--- src/i2crw_pkg.sv ---
// ----------------------------------------------------------------------------
// i2crw_pkg
// Shared types and constants of the I2C register write master.
// ----------------------------------------------------------------------------
package i2crw_pkg;

  // depth of the write buffer and widths that follow from it
  localparam int MAX_BYTES = 16;
  localparam int CNT_W     = $clog2(MAX_BYTES + 1);
  localparam int BUF_AW    = (MAX_BYTES > 1) ? $clog2(MAX_BYTES) : 1;

  localparam logic [7:0] TPP_RESET = 8'd2;

  // input actions
  localparam logic [1:0] ACT_PUSH  = 2'd0;
  localparam logic [1:0] ACT_START = 2'd1;
  localparam logic [1:0] ACT_TICK  = 2'd2;

  // transaction status codes
  localparam logic [2:0] STAT_OK         = 3'd0;
  localparam logic [2:0] STAT_SDA_LOW    = 3'd1;
  localparam logic [2:0] STAT_SDA_STUCK  = 3'd2;
  localparam logic [2:0] STAT_ADDR_NACK  = 3'd3;
  localparam logic [2:0] STAT_DATA_NACK  = 3'd4;

  // write direction bit appended to the address
  localparam logic DIR_WRITE = 1'b0;

  // one result beat as produced by the engine
  typedef struct packed {
    logic       scl_level;
    logic       sda_level;
    logic       busy_res;
    logic       finished;
    logic [2:0] status;
  } res_t;

endpackage

--- src/i2crw_if.sv ---
// ----------------------------------------------------------------------------
// i2crw_if
// Valid/ready channels of the I2C register write master: input and result.
// ----------------------------------------------------------------------------
interface i2crw_in_if;
  logic       valid;
  logic       ready;
  logic [1:0] action;
  logic [7:0] data_byte;
  logic [6:0] target_address;
  logic [7:0] register_index;
  logic [4:0] byte_count;
  logic       sda_sample;

  modport source (
    output valid, action, data_byte, target_address, register_index,
           byte_count, sda_sample,
    input  ready
  );
  modport sink (
    input  valid, action, data_byte, target_address, register_index,
           byte_count, sda_sample,
    output ready
  );
endinterface

interface i2crw_out_if;
  logic       valid;
  logic       ready;
  logic       scl_level;
  logic       sda_level;
  logic       busy_res;
  logic       finished;
  logic [2:0] status;

  modport source (
    output valid, scl_level, sda_level, busy_res, finished, status,
    input  ready
  );
  modport sink (
    input  valid, scl_level, sda_level, busy_res, finished, status,
    output ready
  );
endinterface

--- src/i2crw_engine.sv ---
// ----------------------------------------------------------------------------
// i2crw_engine
// Write buffer and bus sequencer; works out one result beat per accepted tick item.
// ----------------------------------------------------------------------------
module i2crw_engine (
  input  logic                clk,
  input  logic                rst_n,
  input  logic                item_vld,
  input  logic [1:0]          action,
  input  logic [7:0]          data_byte,
  input  logic [6:0]          target_address,
  input  logic [7:0]          register_index,
  input  logic [4:0]          byte_count,
  input  logic                sda_sample,
  input  logic [7:0]          ticks_per_phase,
  output logic                res_vld,
  output i2crw_pkg::res_t     res
);

  typedef enum logic [3:0] {
    S_IDLE,
    S_START,
    S_ADDR,
    S_ADDR_ACK,
    S_REG,
    S_REG_ACK,
    S_DATA,
    S_DATA_ACK,
    S_STOP
  } seq_t;

  seq_t                         seq_r, seq_nxt;
  logic [1:0]                   phase_r, phase_nxt;
  logic [7:0]                   tick_r, tick_nxt;
  logic [2:0]                   bit_r, bit_nxt;
  logic [7:0]                   shift_r, shift_nxt;
  logic [i2crw_pkg::CNT_W-1:0]  pos_r, pos_nxt;
  logic [i2crw_pkg::CNT_W-1:0]  fill_r, fill_nxt;
  logic [6:0]                   addr_r, addr_nxt;
  logic [7:0]                   reg_r, reg_nxt;
  logic [i2crw_pkg::CNT_W-1:0]  cnt_r, cnt_nxt;
  logic [2:0]                   err_r, err_nxt;
  logic [7:0]                   buf_r [i2crw_pkg::MAX_BYTES];

  logic                         buf_we;
  logic [i2crw_pkg::CNT_W-1:0]  data_pos;
  logic                         has_data;
  logic [7:0]                   rd_byte;
  logic [7:0]                   limit;
  logic [8:0]                   tick_sum;
  logic                         last;
  logic                         busy;
  logic                         ack;
  logic                         scl;
  logic                         sda;
  logic                         fin;

  // next data byte: the ack of a data byte moves on to the following entry
  assign data_pos = (seq_r == S_DATA_ACK) ? pos_r + 1'b1 : pos_r;
  assign has_data = (data_pos < cnt_r);
  assign rd_byte  = buf_r[data_pos[i2crw_pkg::BUF_AW-1:0]];

  assign limit    = (ticks_per_phase == 8'd0) ? 8'd1 : ticks_per_phase;
  assign tick_sum = {1'b0, tick_r} + 9'd1;
  assign last     = (tick_sum >= {1'b0, limit});
  assign busy     = (seq_r != S_IDLE);
  assign ack      = !sda_sample;

  always_comb begin
    seq_nxt   = seq_r;
    phase_nxt = phase_r;
    tick_nxt  = tick_r;
    bit_nxt   = bit_r;
    shift_nxt = shift_r;
    pos_nxt   = pos_r;
    fill_nxt  = fill_r;
    addr_nxt  = addr_r;
    reg_nxt   = reg_r;
    cnt_nxt   = cnt_r;
    err_nxt   = err_r;
    buf_we    = 1'b0;
    scl       = 1'b1;
    sda       = 1'b1;
    fin       = 1'b0;
    res_vld   = 1'b0;

    if (item_vld && action == i2crw_pkg::ACT_PUSH) begin
      if (seq_r == S_IDLE && fill_r < i2crw_pkg::CNT_W'(i2crw_pkg::MAX_BYTES)) begin
        buf_we   = 1'b1;
        fill_nxt = fill_r + 1'b1;
      end
    end else if (item_vld && action == i2crw_pkg::ACT_START) begin
      if (seq_r == S_IDLE) begin
        addr_nxt = target_address;
        reg_nxt  = register_index;
        if (32'(byte_count) > 32'(i2crw_pkg::MAX_BYTES)) begin
          cnt_nxt = i2crw_pkg::CNT_W'(i2crw_pkg::MAX_BYTES);
        end else begin
          cnt_nxt = i2crw_pkg::CNT_W'(byte_count);
        end
        pos_nxt   = '0;
        fill_nxt  = '0;
        err_nxt   = i2crw_pkg::STAT_OK;
        seq_nxt   = S_START;
        phase_nxt = 2'd0;
        tick_nxt  = 8'd0;
        bit_nxt   = 3'd0;
        shift_nxt = 8'd0;
      end
    end else if (item_vld && action == i2crw_pkg::ACT_TICK) begin
      res_vld = 1'b1;
      if (busy) begin
        tick_nxt = last ? 8'd0 : tick_r + 8'd1;
      end
      case (seq_r)
        S_IDLE: begin
        end
        S_START: begin
          if (phase_r == 2'd0) begin
            scl = 1'b1;
            sda = 1'b1;
            if (last) begin
              if (!sda_sample) begin
                err_nxt = i2crw_pkg::STAT_SDA_LOW;
                fin     = 1'b1;
                seq_nxt = S_IDLE;
              end else begin
                phase_nxt = 2'd1;
              end
            end
          end else if (phase_r == 2'd1) begin
            scl = 1'b1;
            sda = 1'b0;
            if (last) begin
              if (sda_sample) begin
                err_nxt = i2crw_pkg::STAT_SDA_STUCK;
                fin     = 1'b1;
                seq_nxt = S_IDLE;
              end else begin
                phase_nxt = 2'd2;
              end
            end
          end else begin
            scl = 1'b0;
            sda = 1'b0;
            if (last) begin
              seq_nxt   = S_ADDR;
              shift_nxt = {addr_r, i2crw_pkg::DIR_WRITE};
              bit_nxt   = 3'd0;
              phase_nxt = 2'd0;
            end
          end
        end
        S_ADDR, S_REG, S_DATA: begin
          scl = phase_r[0];
          sda = shift_r[7];
          if (last) begin
            if (phase_r == 2'd0) begin
              phase_nxt = 2'd1;
            end else begin
              phase_nxt = 2'd0;
              shift_nxt = {shift_r[6:0], 1'b0};
              if (bit_r == 3'd7) begin
                bit_nxt = 3'd0;
                case (seq_r)
                  S_ADDR:  seq_nxt = S_ADDR_ACK;
                  S_REG:   seq_nxt = S_REG_ACK;
                  default: seq_nxt = S_DATA_ACK;
                endcase
              end else begin
                bit_nxt = bit_r + 3'd1;
              end
            end
          end
        end
        S_ADDR_ACK, S_REG_ACK, S_DATA_ACK: begin
          scl = phase_r[0];
          sda = 1'b1;
          if (last) begin
            if (phase_r == 2'd0) begin
              phase_nxt = 2'd1;
            end else begin
              phase_nxt = 2'd0;
              if (seq_r == S_ADDR_ACK) begin
                if (ack) begin
                  seq_nxt   = S_REG;
                  shift_nxt = reg_r;
                  bit_nxt   = 3'd0;
                end else begin
                  err_nxt = i2crw_pkg::STAT_ADDR_NACK;
                  seq_nxt = S_STOP;
                end
              end else if (seq_r == S_DATA_ACK && !ack) begin
                err_nxt = i2crw_pkg::STAT_DATA_NACK;
                seq_nxt = S_STOP;
              end else begin
                // register ack is ignored; data ack moves to the next entry
                pos_nxt = data_pos;
                if (has_data) begin
                  seq_nxt   = S_DATA;
                  shift_nxt = rd_byte;
                  bit_nxt   = 3'd0;
                end else begin
                  seq_nxt = S_STOP;
                end
              end
            end
          end
        end
        S_STOP: begin
          if (phase_r == 2'd0) begin
            scl = 1'b0;
            sda = 1'b0;
            if (last) phase_nxt = 2'd1;
          end else if (phase_r == 2'd1) begin
            scl = 1'b1;
            sda = 1'b0;
            if (last) phase_nxt = 2'd2;
          end else begin
            scl = 1'b1;
            sda = 1'b1;
            if (last) begin
              fin       = 1'b1;
              seq_nxt   = S_IDLE;
              phase_nxt = 2'd0;
            end
          end
        end
        default: begin
          seq_nxt   = S_IDLE;
          phase_nxt = 2'd0;
          tick_nxt  = 8'd0;
        end
      endcase
    end
  end

  assign res.scl_level = scl;
  assign res.sda_level = sda;
  assign res.busy_res  = busy;
  assign res.finished  = fin;
  assign res.status    = err_nxt;

  always_ff @(posedge clk) begin
    if (!rst_n) begin
      seq_r   <= S_IDLE;
      phase_r <= 2'd0;
      tick_r  <= 8'd0;
      bit_r   <= 3'd0;
      shift_r <= 8'd0;
      pos_r   <= '0;
      fill_r  <= '0;
      addr_r  <= 7'd0;
      reg_r   <= 8'd0;
      cnt_r   <= '0;
      err_r   <= i2crw_pkg::STAT_OK;
    end else begin
      seq_r   <= seq_nxt;
      phase_r <= phase_nxt;
      tick_r  <= tick_nxt;
      bit_r   <= bit_nxt;
      shift_r <= shift_nxt;
      pos_r   <= pos_nxt;
      fill_r  <= fill_nxt;
      addr_r  <= addr_nxt;
      reg_r   <= reg_nxt;
      cnt_r   <= cnt_nxt;
      err_r   <= err_nxt;
    end
  end

  // buffer contents survive reset and transactions
  always_ff @(posedge clk) begin
    if (buf_we) begin
      buf_r[fill_r[i2crw_pkg::BUF_AW-1:0]] <= data_byte;
    end
  end

endmodule

--- src/i2c_register_write_master_top.sv ---
// a tick beat's result is registered and shows on the output in the cycle after the beat is taken
// throughput: one input beat per cycle; input stalls only while a result waits
// push and start beats update state and give no result
// reset (rst_n low, synchronous): sequencer idle, counters and status cleared,
// phase length back to 2 ticks; write buffer contents are not cleared
// ----------------------------------------------------------------------------
// i2c_register_write_master_top
// I2C master register write: channel handshake, phase length register and
// output register around the sequencing engine.
// ----------------------------------------------------------------------------
module i2c_register_write_master_top (
  input  logic                clk,
  input  logic                rst_n,
  i2crw_in_if.sink            in_ch,
  i2crw_out_if.source         out_ch,
  input  logic                cfg_we,
  input  logic [7:0]          cfg_wdata
);

  logic [7:0]       tpp_r;
  logic             out_vld_r;
  i2crw_pkg::res_t  out_r;
  logic             in_acc;
  logic             res_vld;
  i2crw_pkg::res_t  res;

  // output register frees up in the same cycle it is taken
  assign in_ch.ready = !out_vld_r || out_ch.ready;
  assign in_acc      = in_ch.valid && in_ch.ready;

  i2crw_engine u_engine (
    .clk             (clk),
    .rst_n           (rst_n),
    .item_vld        (in_acc),
    .action          (in_ch.action),
    .data_byte       (in_ch.data_byte),
    .target_address  (in_ch.target_address),
    .register_index  (in_ch.register_index),
    .byte_count      (in_ch.byte_count),
    .sda_sample      (in_ch.sda_sample),
    .ticks_per_phase (tpp_r),
    .res_vld         (res_vld),
    .res             (res)
  );

  always_ff @(posedge clk) begin
    if (!rst_n) begin
      tpp_r <= i2crw_pkg::TPP_RESET;
    end else if (cfg_we) begin
      tpp_r <= cfg_wdata;
    end
  end

  always_ff @(posedge clk) begin
    if (!rst_n) begin
      out_vld_r <= 1'b0;
    end else if (in_acc && res_vld) begin
      out_vld_r <= 1'b1;
    end else if (out_ch.ready) begin
      out_vld_r <= 1'b0;
    end
  end

  always_ff @(posedge clk) begin
    if (in_acc && res_vld) begin
      out_r <= res;
    end
  end

  assign out_ch.valid     = out_vld_r;
  assign out_ch.scl_level = out_r.scl_level;
  assign out_ch.sda_level = out_r.sda_level;
  assign out_ch.busy_res  = out_r.busy_res;
  assign out_ch.finished  = out_r.finished;
  assign out_ch.status    = out_r.status;

endmodule

--- src/flat_wrapper.sv ---
// flat-port wrapper written by rule: the top's interface ports become plain ports
module i2c_register_write_master_top_flat 
  (clk, rst_n, cfg_we, cfg_wdata, in_ch_valid, in_ch_action, in_ch_data_byte, in_ch_target_address, in_ch_register_index, in_ch_byte_count, in_ch_sda_sample, in_ch_ready, out_ch_valid, out_ch_scl_level, out_ch_sda_level, out_ch_busy_res, out_ch_finished, out_ch_status, out_ch_ready);
  i2crw_in_if in_ch_i ();
  i2crw_out_if out_ch_i ();
  input  logic clk;
  input  logic rst_n;
  input  logic cfg_we;
  input  logic [7:0] cfg_wdata;
  input wire logic [$bits(in_ch_i.valid)-1:0] in_ch_valid;
  input wire logic [$bits(in_ch_i.action)-1:0] in_ch_action;
  input wire logic [$bits(in_ch_i.data_byte)-1:0] in_ch_data_byte;
  input wire logic [$bits(in_ch_i.target_address)-1:0] in_ch_target_address;
  input wire logic [$bits(in_ch_i.register_index)-1:0] in_ch_register_index;
  input wire logic [$bits(in_ch_i.byte_count)-1:0] in_ch_byte_count;
  input wire logic [$bits(in_ch_i.sda_sample)-1:0] in_ch_sda_sample;
  output wire logic [$bits(in_ch_i.ready)-1:0] in_ch_ready;
  output wire logic [$bits(out_ch_i.valid)-1:0] out_ch_valid;
  output wire logic [$bits(out_ch_i.scl_level)-1:0] out_ch_scl_level;
  output wire logic [$bits(out_ch_i.sda_level)-1:0] out_ch_sda_level;
  output wire logic [$bits(out_ch_i.busy_res)-1:0] out_ch_busy_res;
  output wire logic [$bits(out_ch_i.finished)-1:0] out_ch_finished;
  output wire logic [$bits(out_ch_i.status)-1:0] out_ch_status;
  input wire logic [$bits(out_ch_i.ready)-1:0] out_ch_ready;
  assign in_ch_i.valid = in_ch_valid;
  assign in_ch_i.action = in_ch_action;
  assign in_ch_i.data_byte = in_ch_data_byte;
  assign in_ch_i.target_address = in_ch_target_address;
  assign in_ch_i.register_index = in_ch_register_index;
  assign in_ch_i.byte_count = in_ch_byte_count;
  assign in_ch_i.sda_sample = in_ch_sda_sample;
  assign in_ch_ready = in_ch_i.ready;
  assign out_ch_valid = out_ch_i.valid;
  assign out_ch_scl_level = out_ch_i.scl_level;
  assign out_ch_sda_level = out_ch_i.sda_level;
  assign out_ch_busy_res = out_ch_i.busy_res;
  assign out_ch_finished = out_ch_i.finished;
  assign out_ch_status = out_ch_i.status;
  assign out_ch_i.ready = out_ch_ready;
  i2c_register_write_master_top u_core (.clk(clk), .rst_n(rst_n), .in_ch(in_ch_i), .out_ch(out_ch_i), .cfg_we(cfg_we), .cfg_wdata(cfg_wdata));
endmodule
--- config.mk ---
export PLATFORM = sky130hd
export DESIGN_NAME = i2c_register_write_master_top_flat
export DESIGN_NICKNAME = d
export VERILOG_FILES = /design/src/i2crw_pkg.sv /design/src/i2crw_if.sv /design/src/i2crw_engine.sv /design/src/i2c_register_write_master_top.sv /design/src/flat_wrapper.sv
export SDC_FILE = /design/constraint.sdc
export NUM_CORES = 1
export LEC_CHECK = 0
export BUFFER_PORTS_ARGS = -buffer_cell sky130_fd_sc_hd__buf_2
export CAP_MARGIN = 20
export CORE_MARGIN = 2
export CORE_UTILIZATION = 35
export CTS_CLUSTER_SIZE = 24
export DETAILED_ROUTE_END_ITERATION = 8
export GPL_TIMING_DRIVEN = 0
export PLACE_DENSITY = 0.57
export SLEW_MARGIN = 20
export SYNTH_ARGS = -nofsm -noshare
export SYNTH_HDL_FRONTEND = slang
export SYNTH_SLANG_ARGS = --single-unit
--- constraint.sdc ---
create_clock -name clk -period 7 [get_ports clk]
set_clock_uncertainty 0.1 [all_clocks]
set_input_delay 1.75 -clock clk [delete_from_list [all_inputs] [get_ports clk]]
set_output_delay 1.75 -clock clk [all_outputs]
set_load 0.01 [all_outputs]
# == After elaboration in Yosys (flattened, before gate mapping) ==
# Memories as Yosys holds them, arrays and structs flattened.
# Index checks and enable logic that the tools add are counted.
# Widths: inputs -> output; s select.
# word_totals
ff_bits,74
ramBits,128
out_inout_bits,9
word_cells,239
mem_count,1
# op_classes
addsub,5
order_cmp,4
n_eq_ne,42
mux,134
bitwise_logic,2
n_reduce_logical,33
# memory_table
name,words,width,read_ports,rd_ports_with_merged_regs,write_ports,line_no,source
u_core.u_engine.buf_r,16,8,1,0,1,i2crw_engine.sv:43,logic [7:0] buf_r [i2crw_pkg::MAX_BYTES];
# op_table
op,count
$mux 8,20
$mux 3,30
$mux 4,22
$mux 5,13
$ne 4x4->1 const B,9
$ne 3x3->1 const B,11
$mux 2,15
$mux 1,25
$pmux 8 s3,1
$pmux 4 s5,1
$eq 4x3->1 const B,4
$reduce_and 15->1,1
$reduce_and 14->1,1
$pmux 3 s2,2
$reduce_bool 2->1,6
$reduce_and 11->1,1
$add 5x1->5 const B,2
$ne 5x5->1 const B,2
$add 8x1->9 const B,1
$ge 9x8->1,1
$pmux 3 s3,1
$reduce_or 3->1,3
$reduce_or 9->1,1
$add 8x1->8 const B,1
28 further kinds,46

# == Longest topological paths before layout ==
# logic_depth
depth_word,11
ltp_mapped,16
ltp_nobuf,12

# == By module ==
# A second synthesis with hierarchy kept.
# hier_totals
cells_unflattened,953
hier_area_um2,10679.0
# modules_own_cells
mod,n_inst,cells_per_inst,area_each_um2,seq_area_each_um2
i2crw_engine,1,915,10119.7,5004.8
i2c_register_write_master_top,1,38,559.3,390.4

# == Least setup slack after synthesis ==
# No wires, ideal clock.
# synth_timing
kind,input port to flip-flop
from,input port out_ch_ready
to,register u_core.u_engine.seq_r[0]
setup_ps,115
arrival_time_ps,3851
setup_slack_ps,2935
stages,11
path_buffers,1
path_cell_list,nor2b_4 -> inv_1 -> nand3_1 -> clkbuf_1 -> inv_1 -> ha_1 -> nor2_4 -> o21ai_0 -> a221oi_2 -> mux2_2 -> o21a_1
# synth_via
elab_chain_len,5
elab_cells_between_ends,22
# synth_lines
item,line_no,source
from (decl),flat_wrapper.sv:24,input wire logic [$bits(out_ch_i.ready)-1:0] out_ch_ready;
$logic_or 1x1->1 (*),i2c_register_write_master_top.sv:28,assign in_ch.ready = !out_vld_r || out_ch.ready;
net in_ch_ready,flat_wrapper.sv:17,output wire logic [$bits(in_ch_i.ready)-1:0] in_ch_ready;
$logic_and 1x1->1 (*),i2c_register_write_master_top.sv:29,assign in_acc = in_ch.valid && in_ch.ready;
$logic_and 1x1->1 (on tied branches),"i2crw_engine.sv:92, i2crw_engine.sv:87, i2crw_engine.sv:110",
"$ne 5x5->1 (no source line), or another cell as far along",--,
$reduce_and 15->1 (no source line),--,
to (signal assigned),i2crw_engine.sv:258,seq_r <= seq_nxt;
to (decl),i2crw_engine.sv:32,"seq_t seq_r, seq_nxt;"
# Mark *: on every way through the listed nets, which the timed path passes. The rest lies on a longest branch.
# A chain may end at the register's enable or synchronous reset.

# == Worst setup path after layout ==
# layout_timing
from,input port out_ch_ready
to,register u_core.u_engine.seq_r[0]
# layout_via
elab_chain_len,5
elab_cells_between_ends,22
# layout_lines
item,line_no
$logic_or 1x1->1 (*),i2c_register_write_master_top.sv:28
$logic_and 1x1->1 (*),i2c_register_write_master_top.sv:29
$logic_and 1x1->1 (on tied branches),"i2crw_engine.sv:92, i2crw_engine.sv:87, i2crw_engine.sv:110"
"$ne 5x5->1 (no source line), or another cell as far along",--
$reduce_and 15->1 (no source line),--
# Every way passes the cells marked *; elsewhere a longest branch is shown, timed or not.

==> summary.md <==
| Metric | Value |
|---|---|
| Async SR Flop Fraction | 0% |
| Critical Path Start Type | input port |
| Placed cells | 1468 |
| CTS Buf Count | 24 |
| Clk_lat worst skew | 0.55 ns |
| Pleak | 4.141 nW |
| Footprint of the multi-input gates | approximately 4800 µm² |
| Fmax | 238.7 MHz |
| Boundary Pins | 53 |
| CTS tree | yes |
| Max H-tree Level | 1 |
| P per Cell Area | roughly 230 nW/µm² |
| Max-slew violation total from the final report | 0 |
| Core region area | 29720 µm² |
| Initial Util | 35.67% |
| Setup total negative slack | 0 ns |
| Longest Clk Path Bufs | 3 |
| Vias in the first global route | 8366 |
| Buf/Inv on CP | 4 |
| Hold Path End | u_core.u_engine.cnt_r[3]$_SDFFE_PN0P_ |
| Max-slew headroom | between 30% and 40% |
| Sequential area share after synthesis | 50.90% |
| Critical path, cell by cell | buf_2 -> nor2b_4 -> inv_1 -> nand3_1 -> clkbuf_1 -> inv_1 -> ha_1 -> nor2_4 -> o21ai_0 -> a221oi_2 -> mux2_2 -> o21a_1 |
| Netlist cell types | 87 |
| DR WL/cell | 22.47 µm |
| DR vias | 8813 |
| Post-synth top flop | edfxtp_1 |
| Via density | 5.829 |
| GP Congestion | 0.9039 |
| Synth warn | 0 |
| CP Class | in -> reg |
| Worst-Margin Slew | just over 0.9 ns |
| Syn_area_per_cell | 10.32 µm² |
| CP Max Fanout | 10 |
| VDD IR max | 0.2075 mV |
| Total area of sequential cells | 5395 µm² |
| Worst Hold Path Cells | 2 |
| Syn Nets | about 1100 |
| Largest net degree at the start of global routing | 17 |
| Outcome | finished clean |
| FF+latch count, synth | ~200 |
| R2R Path Start | u_core.u_engine.pos_r[0]$_SDFFE_PN0P_ |
| CTS resizes | 0 |
| Critical path's top delay family | buffers and inverters |
| Total gr overflow | 0 |
| CP most frequent cell | inv_1 |
| First-pass GRT wire length | between 50 and 60 mm |
| Max_cap viols | 0 |
| Commonest non-fill, non-tap cell in the layout | edfxtp_1 |
| ANT nets after route | 0 |
| Fraction of layout cells with a size suffix above 1 | 16.40% |
| Most frequent cells in the layout | edfxtp_1, nand2_1, nor2_1 |
| Clock Sinks | ~200 |
| Worst Hold Launch | u_core.u_engine.cnt_r[3]$_SDFFE_PN0P_ |
| Number of diodes | 0 |
| # nets final | 1170 |
| Post-Syn Instances | slightly above 1000 |
| Iteration-0 DRC count of the detailed router | 972 |
| Post-Syn Area | between 10000 and 15000 µm² |
| Period utilisation layout | 59.85% |
| Post-route insts no fill | 1512 |
| Top post-synthesis cells by area | edfxtp_1, dfxtp_1, a21oi_1 |
| Crit end category | flop |
| # DRC | 0 |
| Worst Path Required | around 7.3 ns |
| IO buf count | 51 |
| Synth top area share | 38.25% |
| Hpwl dp | 24.35 mm |
| Slowest cell on the critical path | clkbuf_1 |
| Setup bufs post-CTS | 0 |
| Hold slack final | 0.3537 ns |
| Post-CTS Hold Buffers | 0 |
| R2r setup slk | between 2 and 3 ns |
| Die ar. | between 30000 and 40000 µm² |
| Number of synthesized flops with an enable pin | around 140 |
| Clock slew at reported path FFs | 0.06 ns |
| Row cnt | between 60 and 70 |
| Root buf cell | clkbuf_16 |
| Worst min path class | reg -> reg |
| Final Hold Vio Count | 0 |
| Crit path DAT | 4.50 ns |
| Die Width | 178.0 µm |
| Total GRT Usage | 21.30% |
| Worst flop-to-flop path endpoint | u_core.u_engine.bit_r[0]$_SDFFE_PN0P_ |
| Final WL | 33.97 mm |
| Power, Total | 2.762 mW |
| DR pass1 iterations | 6 |
| Die Ht | 178.0 µm |
| Filler instances | 2848 |
| Final Setup Violations | 0 |
| Initial antenna violation count | 0 |
| Minimum clock period | 4.190 ns |
| Cell taking the most area after synthesis | edfxtp_1 |
| Area Overhead vs Synth | 15.45% |
| RSZ-0062 raised after global routing | false |
| Reg2reg path depth | 14 |
| CP peak stage delay | ~0.47 ns |
## area by class of cell
type	instances	area share, %
flip-flops and latches	202	44.09
clock buffers	32	5.399
repair buffers	51	2.086
inverters	25	0.7669
plain buffers	77	3.027
well taps	390	3.988
multi-input cells	723	38.90
clock inverters	12	1.748
## cell usage after synthesis, types with 22 or more instances
library cell / count
dfxtp_1: 67
a21oi_1: 79
o22ai_1: 43
nor3_1: 38
buf_2: 29
ha_1: 22
nor2_1: 86
mux2i_1: 37
o21ai_0: 56
nand2_1: 94
edfxtp_1: 135
clkbuf_1: 33
## stage by stage
step	utilization (%)	worst slack, ns	area [µm²]
floorplan	-	2.935	10600
global placement	38.17	2.133	11340
detailed placement	38.23	2.267	11360
CTS	41.18	2.817	12240
global route	41.18	2.638	12240
finish	41.18	2.810	12240
## registers in the layout, summed over array words and instances, names as in the netlist
| name | flops |
|---|---|
| u_core.u_engine.buf_r | 128 |
| u_core.u_engine.shift_r | 8 |
| u_core.u_engine.phase_r | 2 |
| u_core.u_engine.cnt_r | 5 |
| u_core.u_engine.addr_r | 7 |
| u_core.u_engine.fill_r | 5 |
| u_core.u_engine.tick_r | 8 |
| u_core.u_engine.seq_r | 4 |
| u_core.u_engine.bit_r | 3 |
| u_core.out_ch.busy_res | 1 |
| u_core.u_engine.err_r | 3 |
| u_core.out_ch.scl_level | 1 |
| u_core.out_ch.finished | 1 |
| u_core.out_ch.status | 3 |
| u_core.u_engine.reg_r | 8 |
| u_core.out_ch.sda_level | 1 |
| u_core.u_engine.pos_r | 5 |
| u_core.out_ch.valid | 1 |
| u_core.tpp_r | 8 |
## worst max-delay path by stage
stage | from | to | cells after the start
4_1_cts | out_ch_ready | u_core.u_engine.seq_r[0]$_SDFFE_PN0P_ | 12
5_1_grt | out_ch_ready | u_core.u_engine.seq_r[0]$_SDFFE_PN0P_ | 12
6_report | out_ch_ready | u_core.u_engine.seq_r[0]$_SDFFE_PN0P_ | 12
3_3_place_gp | in_ch_action[1] | u_core.u_engine.buf_r[2][4]$_DFFE_PP_ | 6
2_1_floorplan | out_ch_ready | u_core.u_engine.seq_r[0]$_SDFFE_PN0P_ | 11
3_5_place_dp | out_ch_ready | u_core.u_engine.seq_r[0]$_SDFFE_PN0P_ | 12
## metal layers
layer	vias up	part of all wire (%)	track usage [%]
li1	4041	-	-
met1	4274	43	29.65
met2	433	45	33.53
met3	65	8.7	4.071
met4	0	2.7	6.592
met5	-	0	0
## tightest hold or removal path: stages, from the launching register on
cell	delay [ns]
dfxtp_1	0.31
nand2_1	0.05
a21oi_1	0.05
## logic make-up after synthesis
logic type,Yosys count,share of synthesized area [%]
compound gates,284,17.58
xor+xnor,13,1.074
fa+ha+maj,22,2.597
buf+inv,102,4.380
flops,202,50.90
mux,64,7.319
simple gates,340,16.15
## power by group
group,internal (mW),switching (mW),total [mW]
sequential,1.28,0.00644,1.29
clock,0.853,0.519,1.37
combinational,0.0336,0.0693,0.103
(Power assumes the default switching activity.)
